===== src/sv/mmac_pkg.sv =====
// Shared constants for the mod-q matrix multiply-accumulate block.
// Operation codes, register indexes, reset values and default sizes.
// No dependencies.
`default_nettype none

package mmac_pkg;

    localparam int MAX_COLUMNS_DEF = 8;
    localparam int MAX_INNER_DEF   = 1024;
    localparam int QUEUE_DEPTH     = 4;

    localparam int VALUE_W = 16;

    localparam logic [1:0] OP_RIGHT  = 2'd0;
    localparam logic [1:0] OP_ADDEND = 2'd1;
    localparam logic [1:0] OP_LEFT   = 2'd2;
    localparam logic [1:0] OP_NONE   = 2'd3;

    localparam logic [1:0] REG_INNER_LENGTH   = 2'd0;
    localparam logic [1:0] REG_COLUMNS_IN_USE = 2'd1;
    localparam logic [1:0] REG_LOG_MODULUS    = 2'd2;

    localparam logic [10:0] INNER_LENGTH_RST   = 11'd1024;
    localparam logic [3:0]  COLUMNS_IN_USE_RST = 4'd8;
    localparam logic [4:0]  LOG_MODULUS_RST    = 5'd12;

endpackage

`default_nettype wire


===== src/sv/mmac_fifo.sv =====
// Small request queue between the front and back sections.
// Register-array FIFO, show-ahead read. Uses mmac_pkg for the default depth.
`default_nettype none

module mmac_fifo
    import mmac_pkg::*;
#(
    parameter int WIDTH = 8,
    parameter int DEPTH = QUEUE_DEPTH
) (
    input  wire logic             i_clk,
    input  wire logic             i_rst_n,
    input  wire logic             i_push,
    input  wire logic [WIDTH-1:0] i_data,
    input  wire logic             i_pop,
    output logic      [WIDTH-1:0] o_data,
    output logic                  o_empty,
    output logic                  o_full
);

    localparam int PW = (DEPTH > 1) ? $clog2(DEPTH) : 1;
    localparam int NW = $clog2(DEPTH + 1);

    logic [WIDTH-1:0] r_mem [DEPTH];
    logic [PW-1:0]    r_wptr;
    logic [PW-1:0]    r_rptr;
    logic [NW-1:0]    r_count;

    assign o_data  = r_mem[r_rptr];
    assign o_empty = (r_count == '0);
    assign o_full  = (r_count == NW'(DEPTH));

    always_ff @(posedge i_clk) begin
        if (i_push) begin
            r_mem[r_wptr] <= i_data;
        end
    end

    always_ff @(posedge i_clk) begin
        if (!i_rst_n) begin
            r_wptr  <= '0;
            r_rptr  <= '0;
            r_count <= '0;
        end else begin
            if (i_push) begin
                r_wptr <= (r_wptr == PW'(DEPTH - 1)) ? '0 : r_wptr + PW'(1);
            end
            if (i_pop) begin
                r_rptr <= (r_rptr == PW'(DEPTH - 1)) ? '0 : r_rptr + PW'(1);
            end
            if (i_push && !i_pop) begin
                r_count <= r_count + NW'(1);
            end else if (i_pop && !i_push) begin
                r_count <= r_count - NW'(1);
            end
        end
    end

    a_no_overflow: assert property (@(posedge i_clk) disable iff (!i_rst_n)
        r_count <= NW'(DEPTH))
        else $error("queue count above depth");

    a_no_underflow: assert property (@(posedge i_clk) disable iff (!i_rst_n)
        i_pop |-> !o_empty)
        else $error("pop from empty queue");

endmodule

`default_nettype wire


===== config.mk =====
export PLATFORM = sky130hd
export DESIGN_NAME = mmac_fifo
export DESIGN_NICKNAME = d
export VERILOG_FILES = /design/src/sv/mmac_pkg.sv /design/src/sv/mmac_fifo.sv
export SDC_FILE = /design/constraint.sdc
export NUM_CORES = 1
export LEC_CHECK = 0
export ABC_AREA = 1
export BUFFER_PORTS_ARGS = -buffer_cell sky130_fd_sc_hd__buf_2
export CAP_MARGIN = 30
export CELL_PAD_IN_SITES_DETAIL_PLACEMENT = 1
export CELL_PAD_IN_SITES_GLOBAL_PLACEMENT = 1
export CORE_MARGIN = 3
export CORE_UTILIZATION = 30
export CTS_CLUSTER_DIAMETER = 60
export DETAILED_ROUTE_END_ITERATION = 7
export GPL_TIMING_DRIVEN = 0
export PLACE_DENSITY = 0.69
export SYNTH_ARGS = -nofsm -noshare
export SYNTH_HDL_FRONTEND = slang
export SYNTH_SLANG_ARGS = --single-unit

===== constraint.sdc =====
create_clock -name i_clk -period 1.12 [get_ports i_clk]
set_input_delay 0.168 -clock i_clk [delete_from_list [all_inputs] [get_ports i_clk]]
set_output_delay 0.168 -clock i_clk [all_outputs]
set_load 0.05 [all_outputs]

---- Word-level counts from Yosys, hierarchy flattened ----
Memory sizes are Yosys's and may differ from the RTL's. A register that Yosys moved wholly into a read port is not among the register bits.
Cells that the tools add are included.
word-level totals
  register bits ........................... 7
  latch bits .............................. 0
  memory bits (writable) .................. 32
  ROM bits ................................ 0
  input bits .............................. 12
  output and inout bits ................... 10
  logic and storage cells ................. 25
  memories kept ........................... 1
memory list
  name   depth  width  rd ports  clocked after Yosys merged registers in  write ports  line             RTL
  r_mem  4      8      1         1                                        1            mmac_fifo.sv:24  logic [WIDTH-1:0] r_mem [DEPTH];
operators by class
  $add $sub $neg .......................... 4
  multiply operators ...................... 0
  divide/modulo/power cells ............... 0
  magnitude comparators ................... 0
  eq/ne operators ......................... 3
  shift-type cells ........................ 0
  muxes and demuxes ....................... 8
  bitwise logic cells ..................... 0
  reduce and logical (&&, ||, !) cells .... 6
operators with widths
  kind                 number
  $mux 2               4
  $mux 3               2
  $add 2x1->2 const B  2
  $eq 2x2->1 const B   2
  $add 3x1->3 const B  1
  $eq 3x3->1 const B   1
  $logic_not 3->1      1
  $sub 3x1->3 const B  1
  $logic_and 1x1->1    2
  $logic_not 1->1      2
  $mux 1               2
  $reduce_bool 2->1    1

---- Longest topological paths before layout ----
  word-level depth ........................ 4
  gate-level depth with buffers ........... 10
  gate-level depth less buffers ........... 10

---- Least setup slack after synthesis ----
Ideal clock, no wire load.
  kind .................................... flip-flop to output port
  start point ............................. register r_count[0]
  end point ............................... output o_empty
  arrival time ............................ 1.431 ns
  required time ........................... 0.952 ns
  setup slack ............................. -0.479 ns
  stages on the path, launching flop included .. 2
  buffers on the path ..................... 0
  path through ............................ dfxtp_1 nor3_1
on the way
  cells in the longest elaborated chain, start to end .. 1
ends and longest elaborated chain
  element                   line             RTL
  start: declaration        mmac_fifo.sv:27  logic [NW-1:0] r_count;
  start signal: assignment  mmac_fifo.sv:52  r_count <= r_count + NW'(1);
  start signal: assignment  mmac_fifo.sv:54  r_count <= r_count - NW'(1);
  $logic_not 3->1           mmac_fifo.sv:30  assign o_empty = (r_count == '0);
  end: declaration          mmac_fifo.sv:17  output logic o_empty,
No other way between the ends.

==> impl_metrics.csv <==
group,metric,value,unit
status,outcome,"complete, but fails checks",
status,failed_checks,"negative setup slack",
die,design.core.area,0.005205,mm2
logic_synthesis,netlist_instances,135,
die,die_w,80.20,um
logic_synthesis,postSynthRegisterBits,41,
sta,setup_viol,44,
die,die_height,80.20,um
global_routing,grt_pass1_wl,6430,um
routing,routed_wl,3913,um
clock_tree,clk_root_buffer_cell,"clkbuf_8",
worst_setup_path,startpoint_type_of_the_worst_setup_path,"flip-flop",
sta,layout_setup_ws,-0.3818,ns
worst_setup_path,arrival,1.33,ns
routing,drt_first_iter_violations,89,
final_layout,final.fill_count,547,
worst_setup_path,crit_required,0.95,ns
min_path,worst_hold_check_path_type,"input pin to flip-flop",
final_layout,fin_nets,191,
logic_synthesis,synth_top_area_cell,"edfxtp_1",
power,combinationalPowerShare,25.1,%
final_layout,area.sequential,0.001167,mm2
routing,drt_pass1_iterations,3,
sta,timing.slew.headroom,76.47,%
power,totalPowerFinal,3.733,mW
sta,final.hold.worst_slack,0.09356,ns
clock_tree,register_clock_pin_slew_on_the_reported_worst_setup_and_hold_paths,0.08,ns
sta,final_min_period_over_clock_period,134.1,%
sta,fin_crit,1.502,ns
global_routing,grt_start_max_net_pins,13,
clock_tree,tritoncts,"built",
sta,finalClockSkew,0.01061,ns
clock_tree,clkSinkCount,41,
logic_synthesis,synth_seq_area_share,69.09,%
routing,via_total_after_detailed_routing,1159,
routing,wl_per_cell,16.10,um
power,cellInternalPower,2.617,mW
routing,drc_errors,0,
logic_synthesis,synth.top_cell.area_share,58.18,%
power,switching_share,29.90,%
routing,route.antenna.remaining_nets,0,
worst_setup_path,crit_fanout,10,
clock_tree,htreeDepth,2,
die,die_outline_area,0.006431,mm2
power,vdd_drop_max,0.6851,mV
power,leakage,0.8690,nW
logic_synthesis,yosys-top-cells-area,"edfxtp_1 58%, dfxtp_1 11%, nor2_1 5.0%",
final_layout,post_route_cells_drive_above_1_share,57.23,%
worst_setup_path,cp-end-kind,"output port",
place,place_congestion,0.6929,
die,ioPinCount,22,
routing,avgViaCountPerCell,4.770,
final_layout,multi_input_area,718.2,um2
clock_tree,clockBufferDepth,2,
global_routing,global_route.overflow_total,0,
final_layout,layout.cells.non_filler,243,
sta,setup_tns,-5.028,ns
sta,drv_slew,0,
final_layout,final_core_util,46.80,%
clock_tree,clock_latency,0.29,ns
logic_synthesis,syn-mean-instance-area,12.23,um2
global_routing,antenna_found_initial,0,
sta,achievable_clock_frequency,0.6659,GHz
logic_synthesis,syn_nets,154,
place,detailed_place.area,0.002011,mm2
die,rows,26,
power,clock_power_share,26.2,%
final_layout,area.growth.synth_to_final,47.50,%
place,place.detailed.hpwl,2638,um
worst_setup_path,worst-r2r-setup-slack,-0.09,ns
final_layout,count_of_inserted_antenna_diode_cells,0,
sta,final_hold_viol_count,0,
logic_synthesis,synth_cell_type_count,19,
power,power_density,1532,mW/mm2
global_routing,grt.total_usage,13.61,%
place,io_buffers,21,
power,p_seq_share,48.8,%
place,place_inst,226,
logic_synthesis,synth-warning-count,0,
flow_run,maxCapViolations,0,
clock_tree,cts_buffers,5,
global_routing,first_global_vias,1364,
clock_tree,hold_buffers,0,
power,total_switching_power,1.116,mW
worst_setup_path,criticalPathCategory,"flip-flop to output port",
sta,worst_pin_slew,0.3493,ns
logic_synthesis,synth.cell_area,0.001652,mm2
final_layout,design_area,0.002436,mm2
die,floorplan.initialDensity,31.73,%
place,dpl_worst_slack,-0.3043,ns
sta,setup_repair_after_global_routing_missed_its_margin,"true",
## per-layer routing
layer,up-vias,wire length (um),GRT usage [%]
met4,0,74,6.250
met2,24,2137,25.17
met1,578,1545,14.41
li1,548,-,-
met5,-,0,0
met3,9,155,3.251
## power by group through the flow
stage	combinational [mW]	sequential, mW	clock, mW
6_report	0.935	1.82	0.977
5_1_grt	1.01	1.83	1.07
4_1_cts	0.898	1.81	1.01
3_5_place_dp	0.709	1.83	0
3_3_place_gp	0.674	1.82	0
2_1_floorplan	0.540	1.81	0
## registers in the layout, summed over array words and instances, names as in the netlist, named ones only
register  flops
r_count       3
r_mem        32
r_rptr        2
r_wptr        2
## area by class of cell
cell class	count	area share [%]
clock buffer	8	3.698
timing repair buffer	30	10.07
multi-input combinational	76	29.48
buffer	2	1.438
inverter	16	3.801
sequential	41	47.92
tap	70	3.595
## cells by family (layout without fill, tap and decap cells)
kind of cell / Yosys count / after routing / share of synthesized area, %
adder cells (fa/ha/maj): 7 / 7 / 5.758
XOR/XNOR: 1 / 1 / 0.5304
AND/OR/NAND/NOR: 38 / 38 / 9.470
AO/OA/AOI/OAI: 30 / 30 / 10.15
buffers and inverters: 18 / 56 / 4.999
flip-flops: 41 / 41 / 69.09
## cell usage in the layout (no fill, tap or decap), types with 4 or more instances in the layout
master	Yosys	layout
o22ai_4	0	8
buf_2	0	10
edfxtp_1	32	32
clkinvlp_4	0	4
buf_4	0	7
clkbuf_8	0	6
o21ai_2	2	5
nor2_1	22	13
dfxtp_4	0	7
nand2_4	0	4
o21ai_0	15	4
buf_6	2	12
o21ai_1	2	9
ha_4	0	5
inv_1	15	4
nor2_2	2	11
## path summary, 6_finish.rpt
kind / end / cells after the start / from
max: o_data[1] / 5 / flip-flop
min: r_mem[0][2] / 1 / i_data[2]
max reg2reg: r_mem[1][3] / 4 / r_wptr[0]
min reg2reg: flip-flop / 2 / r_rptr[0]
## synthesized netlist by cell type
master and instances:
edfxtp_1 32, nor2_1 22, inv_1 15, o21ai_0 15, dfxtp_1 9, nand2_1 8, o22ai_1 8, ha_1 6
nor3_1 4, a21oi_1 3, buf_6 2, nor2_2 2, o21ai_1 2, o21ai_2 2, fa_1 1, inv_2 1
nand3_1 1, nand4_1 1, xor2_1 1
## critical path: stages, from the launching register on
cell and delay (ns):
dfxtp_4 0.39, inv_6 0.10, buf_12 0.15, nor2_2 0.05
o22ai_4 0.16, buf_6 0.18
## repair_timing
action	in CTS	in global routing
gates resized for setup	72	15
pin swaps	7	8
setup buffers	6	3
setup endpoints to repair	44	44
Note: power is estimated with default switching activity, not from simulation.
