File: src/sv/mmac_pkg.sv
// Shared constants for the mod-q matrix multiply-accumulate block.
// Operation codes, register indexes, reset values and default sizes.
// No dependencies.
`default_nettype none

package mmac_pkg;

    localparam int MAX_COLUMNS_DEF = 8;
    localparam int MAX_INNER_DEF   = 1024;
    localparam int QUEUE_DEPTH     = 4;

    localparam int VALUE_W = 16;

    localparam logic [1:0] OP_RIGHT  = 2'd0;
    localparam logic [1:0] OP_ADDEND = 2'd1;
    localparam logic [1:0] OP_LEFT   = 2'd2;
    localparam logic [1:0] OP_NONE   = 2'd3;

    localparam logic [1:0] REG_INNER_LENGTH   = 2'd0;
    localparam logic [1:0] REG_COLUMNS_IN_USE = 2'd1;
    localparam logic [1:0] REG_LOG_MODULUS    = 2'd2;

    localparam logic [10:0] INNER_LENGTH_RST   = 11'd1024;
    localparam logic [3:0]  COLUMNS_IN_USE_RST = 4'd8;
    localparam logic [4:0]  LOG_MODULUS_RST    = 5'd12;

endpackage

`default_nettype wire

File: src/sv/mmac_front.sv
// Front section: input handshake and request classification.
// Drops requests with no effect, tags the row-closing element. Uses mmac_pkg.
`default_nettype none

module mmac_front
    import mmac_pkg::*;
#(
    parameter int MAX_COLUMNS = MAX_COLUMNS_DEF,
    parameter int MAX_INNER   = MAX_INNER_DEF,
    localparam int CW    = (MAX_COLUMNS > 1) ? $clog2(MAX_COLUMNS) : 1,
    localparam int IW    = $clog2(MAX_INNER),
    localparam int LW    = $clog2(MAX_INNER + 1),
    localparam int REQ_W = 2 + CW + IW + VALUE_W + 1
) (
    input  wire logic               i_in_valid,
    output logic                    o_in_ready,
    input  wire logic [1:0]         i_operation,
    input  wire logic [2:0]         i_column,
    input  wire logic [9:0]         i_inner_index,
    input  wire logic [15:0]        i_value,
    input  wire logic [LW-1:0]      i_len,
    input  wire logic               i_full,
    output logic                    o_push,
    output logic      [REQ_W-1:0]   o_req
);

    logic col_ok;
    logic idx_ok;
    logic in_row;
    logic keep;
    logic last;

    assign col_ok = (32'(i_column) < MAX_COLUMNS);
    assign idx_ok = (32'(i_inner_index) < MAX_INNER);
    assign in_row = (32'(i_inner_index) < 32'(i_len));

    always_comb begin
        unique case (i_operation)
            OP_RIGHT:  keep = col_ok && idx_ok;
            OP_ADDEND: keep = col_ok;
            OP_LEFT:   keep = in_row;
            default:   keep = 1'b0;
        endcase
    end

    assign last = (i_operation == OP_LEFT) && (32'(i_inner_index) + 1 == 32'(i_len));

    assign o_in_ready = !i_full;
    assign o_push     = i_in_valid && !i_full && keep;
    assign o_req      = {i_operation, CW'(i_column), IW'(i_inner_index), i_value, last};

endmodule

`default_nettype wire

File: config.mk
export PLATFORM = sky130hd
export DESIGN_NAME = mmac_front
export DESIGN_NICKNAME = d
export VERILOG_FILES = /design/src/sv/mmac_pkg.sv /design/src/sv/mmac_front.sv
export SDC_FILE = /design/constraint.sdc
export NUM_CORES = 1
export LEC_CHECK = 0
export BUFFER_PORTS_ARGS = -buffer_cell sky130_fd_sc_hd__buf_2
export CORE_ASPECT_RATIO = 0.75
export CORE_MARGIN = 5
export CORE_UTILIZATION = 37
export DETAILED_ROUTE_END_ITERATION = 10
export PLACE_DENSITY = 0.93
export SLEW_MARGIN = 40
export SYNTH_ARGS = -nofsm -noshare
export SYNTH_HDL_FRONTEND = slang
export SYNTH_SLANG_ARGS = --single-unit
export TNS_END_PERCENT = 50
File: constraint.sdc
create_clock -name vclk -period 1.3
set_input_delay 0.065 -clock vclk [all_inputs]
set_output_delay 0.065 -clock vclk [all_outputs]
set_load 0.03 [all_outputs]
# ---- Word-level counts from Yosys, hierarchy flattened
# Cells that the tools add are included.
dict set report op_classes {
  addsub 1
  n_mul 0
  div 0
  order_cmp 1
  eq_ne 3
  n_shift 0
  n_mux 1
  bitwise_logic 0
  n_reduce_logical 6
}
# op n
set ops {}
lappend ops {{$add 10x1->11 const B} 1}
lappend ops {{$eq 11x11->1} 1}
lappend ops {{$lt 10x11->1} 1}
lappend ops {{$logic_and 1x1->1} 3}
lappend ops {{$eq 2x1->1 const B} 1}
lappend ops {{$eq 2x2->1 const B} 1}
lappend ops {{$logic_not 2->1} 1}
lappend ops {{$pmux 1 s2} 1}
lappend ops {{$reduce_or 2->1} 1}
lappend ops {{$logic_not 1->1} 1}
dict set report word_totals {
  register_bits 0
  latchBits 0
  ramBits 0
  romBits 0
  input_bits 44
  out_inout_bits 34
  wordCells 12
  mem_count 0
}

# ---- Depth between registers and ports, before layout
# Gate-level depths: netlist of the first run.
dict set report depth {
  depth_word 4
  depth_mapped 8
  depth_no_buf 7
}

# ---- Worst setup path after synthesis of the first run
# Ideal clock, no wire load.
dict set report synth_timing {
  kind {input -> output}
  from {input port i_len[5]}
  to {output port o_push}
  arrival_ps 1958
  required_ps 1235
  path_slack_ps -723
  stages 6
  path_buffers 0
  path_cell_list {inv_1 ha_1 a21o_1 a221oi_1 a21oi_1 nor4b_1}
}
dict set report synth_via {
  elab_chain_cells 3
}
# element line_no
set synth_rtl {}
lappend synth_rtl {{start, declared} mmac_front.sv:21} ;# input wire logic [LW-1:0] i_len,
lappend synth_rtl {{$lt 10x11->1} mmac_front.sv:35} ;# assign in_row = (32'(i_inner_index) < 32'(i_len));
lappend synth_rtl {{$pmux 1 s2} mmac_front.sv:38} ;# unique case (i_operation)
lappend synth_rtl {{$logic_and 1x1->1} mmac_front.sv:49} ;# assign o_push = i_in_valid && !i_full && keep;
lappend synth_rtl {{end, declared} mmac_front.sv:23} ;# output logic o_push,
# No other way between the ends.

# ---- Final worst setup path of the first run
dict set report layout_timing {
  from {input port i_inner_index[1]}
  to {output port o_push}
}
dict set report layout_via {
  elab_chain_cells 3
}
# element line_no
set layout_rtl {}
lappend layout_rtl {{start, declared} mmac_front.sv:19} ;# input wire logic [9:0] i_inner_index,
lappend layout_rtl {{$lt 10x11->1} mmac_front.sv:35}
lappend layout_rtl {{$pmux 1 s2} mmac_front.sv:38}
lappend layout_rtl {{$logic_and 1x1->1} mmac_front.sv:49}
# No other way between the ends.

==> metrics.md, run 1 <==
| Metric | Value |
|---|---|
| Gr ovfl total | `0` |
| Max-slew headroom | `0.751` |
| Post-synthesis instance area | `898 sq um` |
| Yosys top cell area share | `0.276` |
| Area growth from synthesis to layout | `42.5%` |
| CP top delay family | `compound AO/OA/AOI/OAI gates` |
| Finished Layout Cells | `186` |
| Vias in the first global route | `932` |
| Hold Path Class | `input pin to output pin` |
| Gpl congestion | `0.785` |
| Dpl hpwl | `2110 um` |
| Dpl cells | `183` |
| GRT Util Overall | `0.144` |
| N_diodes | `0` |
| Setup WS pre-CTS | `-0.502 ns` |
| Cell Chain, Critical Path | `buf_8 -> buf_6 -> ha_4 -> nor2b_4 -> o21a_1 -> o211ai_1 -> a21oi_2 -> nor4b_4 -> buf_6` |
| Cts hold-fix bufs | `0` |
| Leakage | `0.601 nW` |
| Initial DRC Count | `15` |
| Fin area | `0.00128 sq mm` |
| NumNets Final | `209` |
| Wire per inst | `14.3 um` |
| Antenna Nets Post-Route | `0` |
| Startpoint Class | `input pin` |
| Cell taking the most area after synthesis | `buf_4` |
| Largest net degree at the start of global routing | `9` |
| # IOs | `78` |
| Minimum clock period | `1.56 ns` |
| Unrepaired setup endpoints after global routing | `yes` |
| # DRC | `0` |
| Starting density of the core | `0.389` |
| Buf/Inv on CP | `3` |
| FFs & Latches | `0` |
| Die W | `66.9 um` |
| Synthesized area per cell | `7.36 sq um` |
| Sequential-to-total area share from yosys stat | `0` |
| Final worst slack | `-0.260 ns` |
| Initial DRT Pass Iterations | `4` |
| Die area | `0.00352 sq mm` |
| Max incr delay on CP | `0.26 ns` |
| Post-DP Area | `0.00111 sq mm` |
| Detailed-route via count | `941` |
| Count of mapped cells out of synthesis | `122` |
| Status | `finished with violations` |
| Die Ht | `52.7 um` |
| Core area | `0.00231 sq mm` |
| CLK BUF | `0` |
| Critical Path Fanout Max | `3` |
| Syn. warnings | `0` |
| Crit path top cell by count | `buf_6` |
| Fillers | `208` |
| Top cells by area, synth | `buf_4 (28%), ha_1 (15%), xnor2_1 (5.8%)` |
| Final hold viol count | `0` |
| Initial antenna violation count | `0` |
| CP arrival | `1.50 ns` |
| Failing checks | `negative setup slack` |
| FMAX | `0.641 GHz` |
| Slew Limit Fails | `0` |
| Combined area of the multi-input logic cells | `747 sq um` |
| Slew at the pin closest to its max-slew limit | `0.370 ns` |
| Crit path max-delay cell type | `nor4b_4` |
| Final setup fails | `2` |
| Max-Cap Viols | `0` |
| Distinct cells, synth | `36` |
| Pwr per Cell Area | `362 mW/mm^2` |
| Period utilization | `1.20` |
| Register area | `0 sq um` |
| CP endpoint kind | `output pin` |
| Worst Path Class, Setup | `input pin to output pin` |
| CP required | `1.24 ns` |
| Synthesized Nets | `177` |
| Site Rows | `15` |
| Port bufs | `40` |
| Vias per inst | `5.06` |
| Share of post-route cells with drive strength above 1 | `0.579` |
| VDD IR max | `219 uV` |
| First-pass GRT wire length | `4030 um` |
| Final WL | `2660 um` |
[report_power, final]
| part | internal (mW) | switching (mW) |
|---|---|---|
| logic | 0.223 | 0.240 |
| clock network | 0 | 0 |
| registers | 0 | 0 |
[layout make-up]
cell class,count,share of cell area
Inverter,11,0.0440
Timing Repair Buffer,65,0.339
Multi-Input combinational cell,76,0.584
Tap cell,34,0.0332
[routing by layer]
metal	vias to the layer above	routed length, um	GRT usage
li1	460	-	-
met1	434	1020	0.156
met2	39	1440	0.294
met3	8	161	0.0129
met4	0	46	0.0337
met5	-	0	0
[path summary, 6_finish.rpt]
kind | from | endpoint | slack, ns | depth (start not counted)
min | i_column[2] | o_req[29] | 0.13 | 0
max | i_inner_index[1] | o_push | -0.26 | 9
[synthesized netlist by cell type (2+ instances only)]
master and number:
o21ai_0 3, a21oi_1 4, xnor2_1 6, nor2_1 4, o211ai_1 3, inv_1 11
and3_1 2, buf_4 33, nor2b_1 2, xor2_1 5, nor3_1 2, nand3_1 3
nand4_1 3, a31oi_1 2, o21bai_1 2, o2111ai_1 2, nand2_1 5, and3_4 2
ha_1 11
[layout by cell type, fill, tap and decap left out, types with 2 or more instances in the layout]
master,Yosys,routed
a21oi_1,4,3
o21bai_1,2,2
buf_2,1,35
nand3_1,3,3
nand4_1,3,3
xor2_1,5,4
xnor2_1,6,6
nand2_1,5,5
o211ai_1,3,3
ha_1,11,6
ha_4,0,5
buf_8,0,2
buf_6,1,5
o21ai_0,3,2
nor2_1,4,4
nor4b_4,0,2
and3_4,2,3
buf_4,33,23
inv_1,11,8
a31oi_1,2,2
[through the flow]
step           power [mW]   util  hold slack, ns  setup TNS (ns)
3_5_place_dp        0.387  0.481           0.130          -0.914
5_1_grt             0.499  0.554           0.130          -0.633
3_3_place_gp        0.371  0.481           0.130          -0.763
2_1_floorplan       0.348      -           0.180          -0.202
4_1_cts             0.434  0.531           0.130          -0.538
6_report            0.463  0.554           0.130          -0.512
[what timing repair did]
item	CTS	global route
endpoints found under the setup margin	2	2
pin swaps	12	5
buffers inserted	3	0
resized for setup	20	9
[kinds of logic after synthesis]
logic type | Yosys count | synth area share
adders and majority gates | 11 | 0.153
buffers and inverters | 46 | 0.340
xor gates and xnor gates | 11 | 0.107
and+or+nand+nor | 31 | 0.223
AOI/OAI and AO/OA | 23 | 0.177
Note: power is estimated with default switching activity, not from simulation.
==> inputs of run 2 (changes only) <==
Settings changed: MAX_ROUTING_LAYER set to met4, PLACE_DENSITY 0.93 to 0.9, RECOVER_POWER set to 100.
==> run 2 against run 1 <==
Net effect: the flow still finishes with violations (negative setup slack); worst hold slack about the same; maximum frequency shrank 0.94%; largest power group unchanged; total power is 8.5% lower.
==> metrics.md, run 2 (same netlist as run 1, synthesis figures left out) <==
| Metric | Value |
|---|---|
| Status | `finished with violations` |
| Failing checks | `negative setup slack` |
| # IOs | `78 (unchanged)` |
| Final hold viol count | `0 (unchanged)` |
| Antenna Nets Post-Route | `0 (unchanged)` |
| VDD IR max | `184 uV (-16%)` |
| Most common cell after layout, fill and taps aside | `buf_2` |
| CLK BUF | `0 (unchanged)` |
| Max-slew headroom | `0.746 (-0.00535)` |
| Logic gate share of total power | `1.000 (about the same)` |
| Final setup fails | `2 (unchanged)` |
| First-pass GRT wire length | `3660 um (-9.1%)` |
| Largest net degree at the start of global routing | `9 (unchanged)` |
| Die Ht | `52.7 um (unchanged)` |
| Max-Cap Viols | `0 (unchanged)` |
| Worst Path Class, Setup | `input pin to output pin` |
| Dpl cells | `180 (-1.6%)` |
| Critical Path Fanout Max | `4 (+1)` |
| Initial antenna violation count | `0 (unchanged)` |
| Dpl hpwl | `1830 um (-13%)` |
| Die area | `0.00352 sq mm (unchanged)` |
| CP required | `1.24 ns (about the same)` |
| # DRC | `0 (unchanged)` |
| Clk pwr share | `0 (unchanged)` |
| Period utilization | `1.21 (+0.0114)` |
| Site Rows | `15 (unchanged)` |
| Total chip power | `0.424 mW (-8.5%)` |
| Register area | `0 sq um (unchanged)` |
| Slew Limit Fails | `0 (unchanged)` |
| Crit path max-delay cell type | `nor4b_4` |
| Starting density of the core | `0.389 (unchanged)` |
| Initial DRC Count | `7 (-8)` |
| Detailed-route via count | `871 (-7.4%)` |
| Vias in the first global route | `894 (-4.1%)` |
| Fin Setup TNS | `-0.537 ns (-0.0244 ns)` |
| Unrepaired setup endpoints after global routing | `yes` |
| Finished Layout Cells | `182 (-2.2%)` |
| Switching Fraction | `0.517 (-0.00139)` |
| Startpoint Class | `input pin` |
| Share of post-route cells with drive strength above 1 | `0.547 (-0.0317)` |
| Slew at the pin closest to its max-slew limit | `0.378 ns (+0.00796 ns)` |
| FMAX | `0.635 GHz (-0.94%)` |
| Hold Path Class | `input pin to output pin` |
| Initial DRT Pass Iterations | `4 (unchanged)` |
| Most frequent cells in the layout | `buf_2 (35), buf_4 (21), inv_1 (8)` |
| Area growth from synthesis to layout | `34.0%` |
| Fin area | `0.00120 sq mm (-6.0%)` |
| CP arrival | `1.51 ns (about the same)` |
| Pwr per Cell Area | `352 mW/mm^2 (-2.7%)` |
| Max incr delay on CP | `0.28 ns (+0.02 ns)` |
| FFs & Latches | `0 (unchanged)` |
| Vias per inst | `4.79 (-5.4%)` |
| Final WL | `2220 um (-17%)` |
| Internal power | `0.204 mW (-8.3%)` |
| Leakage | `0.572 nW (-4.7%)` |
| N_diodes | `0 (unchanged)` |
| Fillers | `214 (+2.9%)` |
| Core area | `0.00231 sq mm (unchanged)` |
| GRT Util Overall | `0.131 (-0.0129)` |
| Wire per inst | `12.2 um (-15%)` |
| Reg power frac | `0 (unchanged)` |
| Sw Pwr | `0.219 mW (-8.8%)` |
| Port bufs | `40 (unchanged)` |
| Post-DP Area | `0.00109 sq mm (-2.0%)` |
| Cts hold-fix bufs | `0 (unchanged)` |
| CP endpoint kind | `output pin` |
| Cell Chain, Critical Path | `buf_8 -> buf_4 -> ha_4 -> nor2b_1 -> o21a_1 -> o211ai_1 -> a21oi_2 -> nor4b_4 -> buf_6` |
| Minimum clock period | `1.58 ns (+0.0148 ns)` |
| Worst hold stages | `0 (unchanged)` |
| Final worst slack | `-0.275 ns (-0.0148 ns)` |
| Die W | `66.9 um (unchanged)` |
| Gpl congestion | `0.842 (+7.3%)` |
| Gr ovfl total | `0 (unchanged)` |
| NumNets Final | `205 (-1.9%)` |
==> run 2: final timing paths <==
kind	startpoint	end
max	i_inner_index[1]	o_push
min	i_value[1]	o_req[2]
==> run 2: worst max-delay path, delay by kind of cell <==
kind	cells	cell delay, ns
buffers and inverters	3	0.39
AOI/OAI and AO/OA	3	0.45
and+or+nand+nor	2	0.40
adders and majority gates	1	0.20
==> run 2: power by group through the flow <==
stage          Combinational [mW]  Sequential (mW)  Clock (mW)
2_1_floorplan               0.348                0           0
3_3_place_gp                0.367                0           0
3_5_place_dp                0.373                0           0
4_1_cts                     0.406                0           0
5_1_grt                     0.462                0           0
6_report                    0.424                0           0
==> run 2: through the flow <==
stage | hold slack [ns] | worst slack [ns] | utilization
after floorplan | 0.180 | -0.124 | -
after detailed placement | 0.130 | -0.442 | 0.471
final | 0.130 | -0.275 | 0.521
after global placement | 0.130 | -0.373 | 0.471
after CTS | 0.130 | -0.238 | 0.499
after global routing | 0.130 | -0.376 | 0.521
==> run 2: repair_timing <==
| item | in CTS | in global routing |
|---|---|---|
| buffers inserted | 0 | 2 |
| resized for setup | 12 | 9 |
| endpoints found under the setup margin | 2 | 2 |
| cloned | 0 | 0 |
| pin swaps | 2 | 4 |
==> run 2: layout make-up <==
class                           instances  area [sq um]  share of cell area
Timing Repair Buffer                   61           397               0.330
Inverter                               11          53.8              0.0447
Multi-Input combinational cell         76           711               0.590
Tap cell                               34          42.5              0.0353
==> run 2: metal layers <==
layer / wire, um / global-route usage / part of all wire
met1: 906 / 0.151 / 0.41
met2: 1200 / 0.248 / 0.54
met3: 104 / 0.0129 / 0.047
met4: 10 / 0.0202 / 0.0045
met5: 0 / - / 0
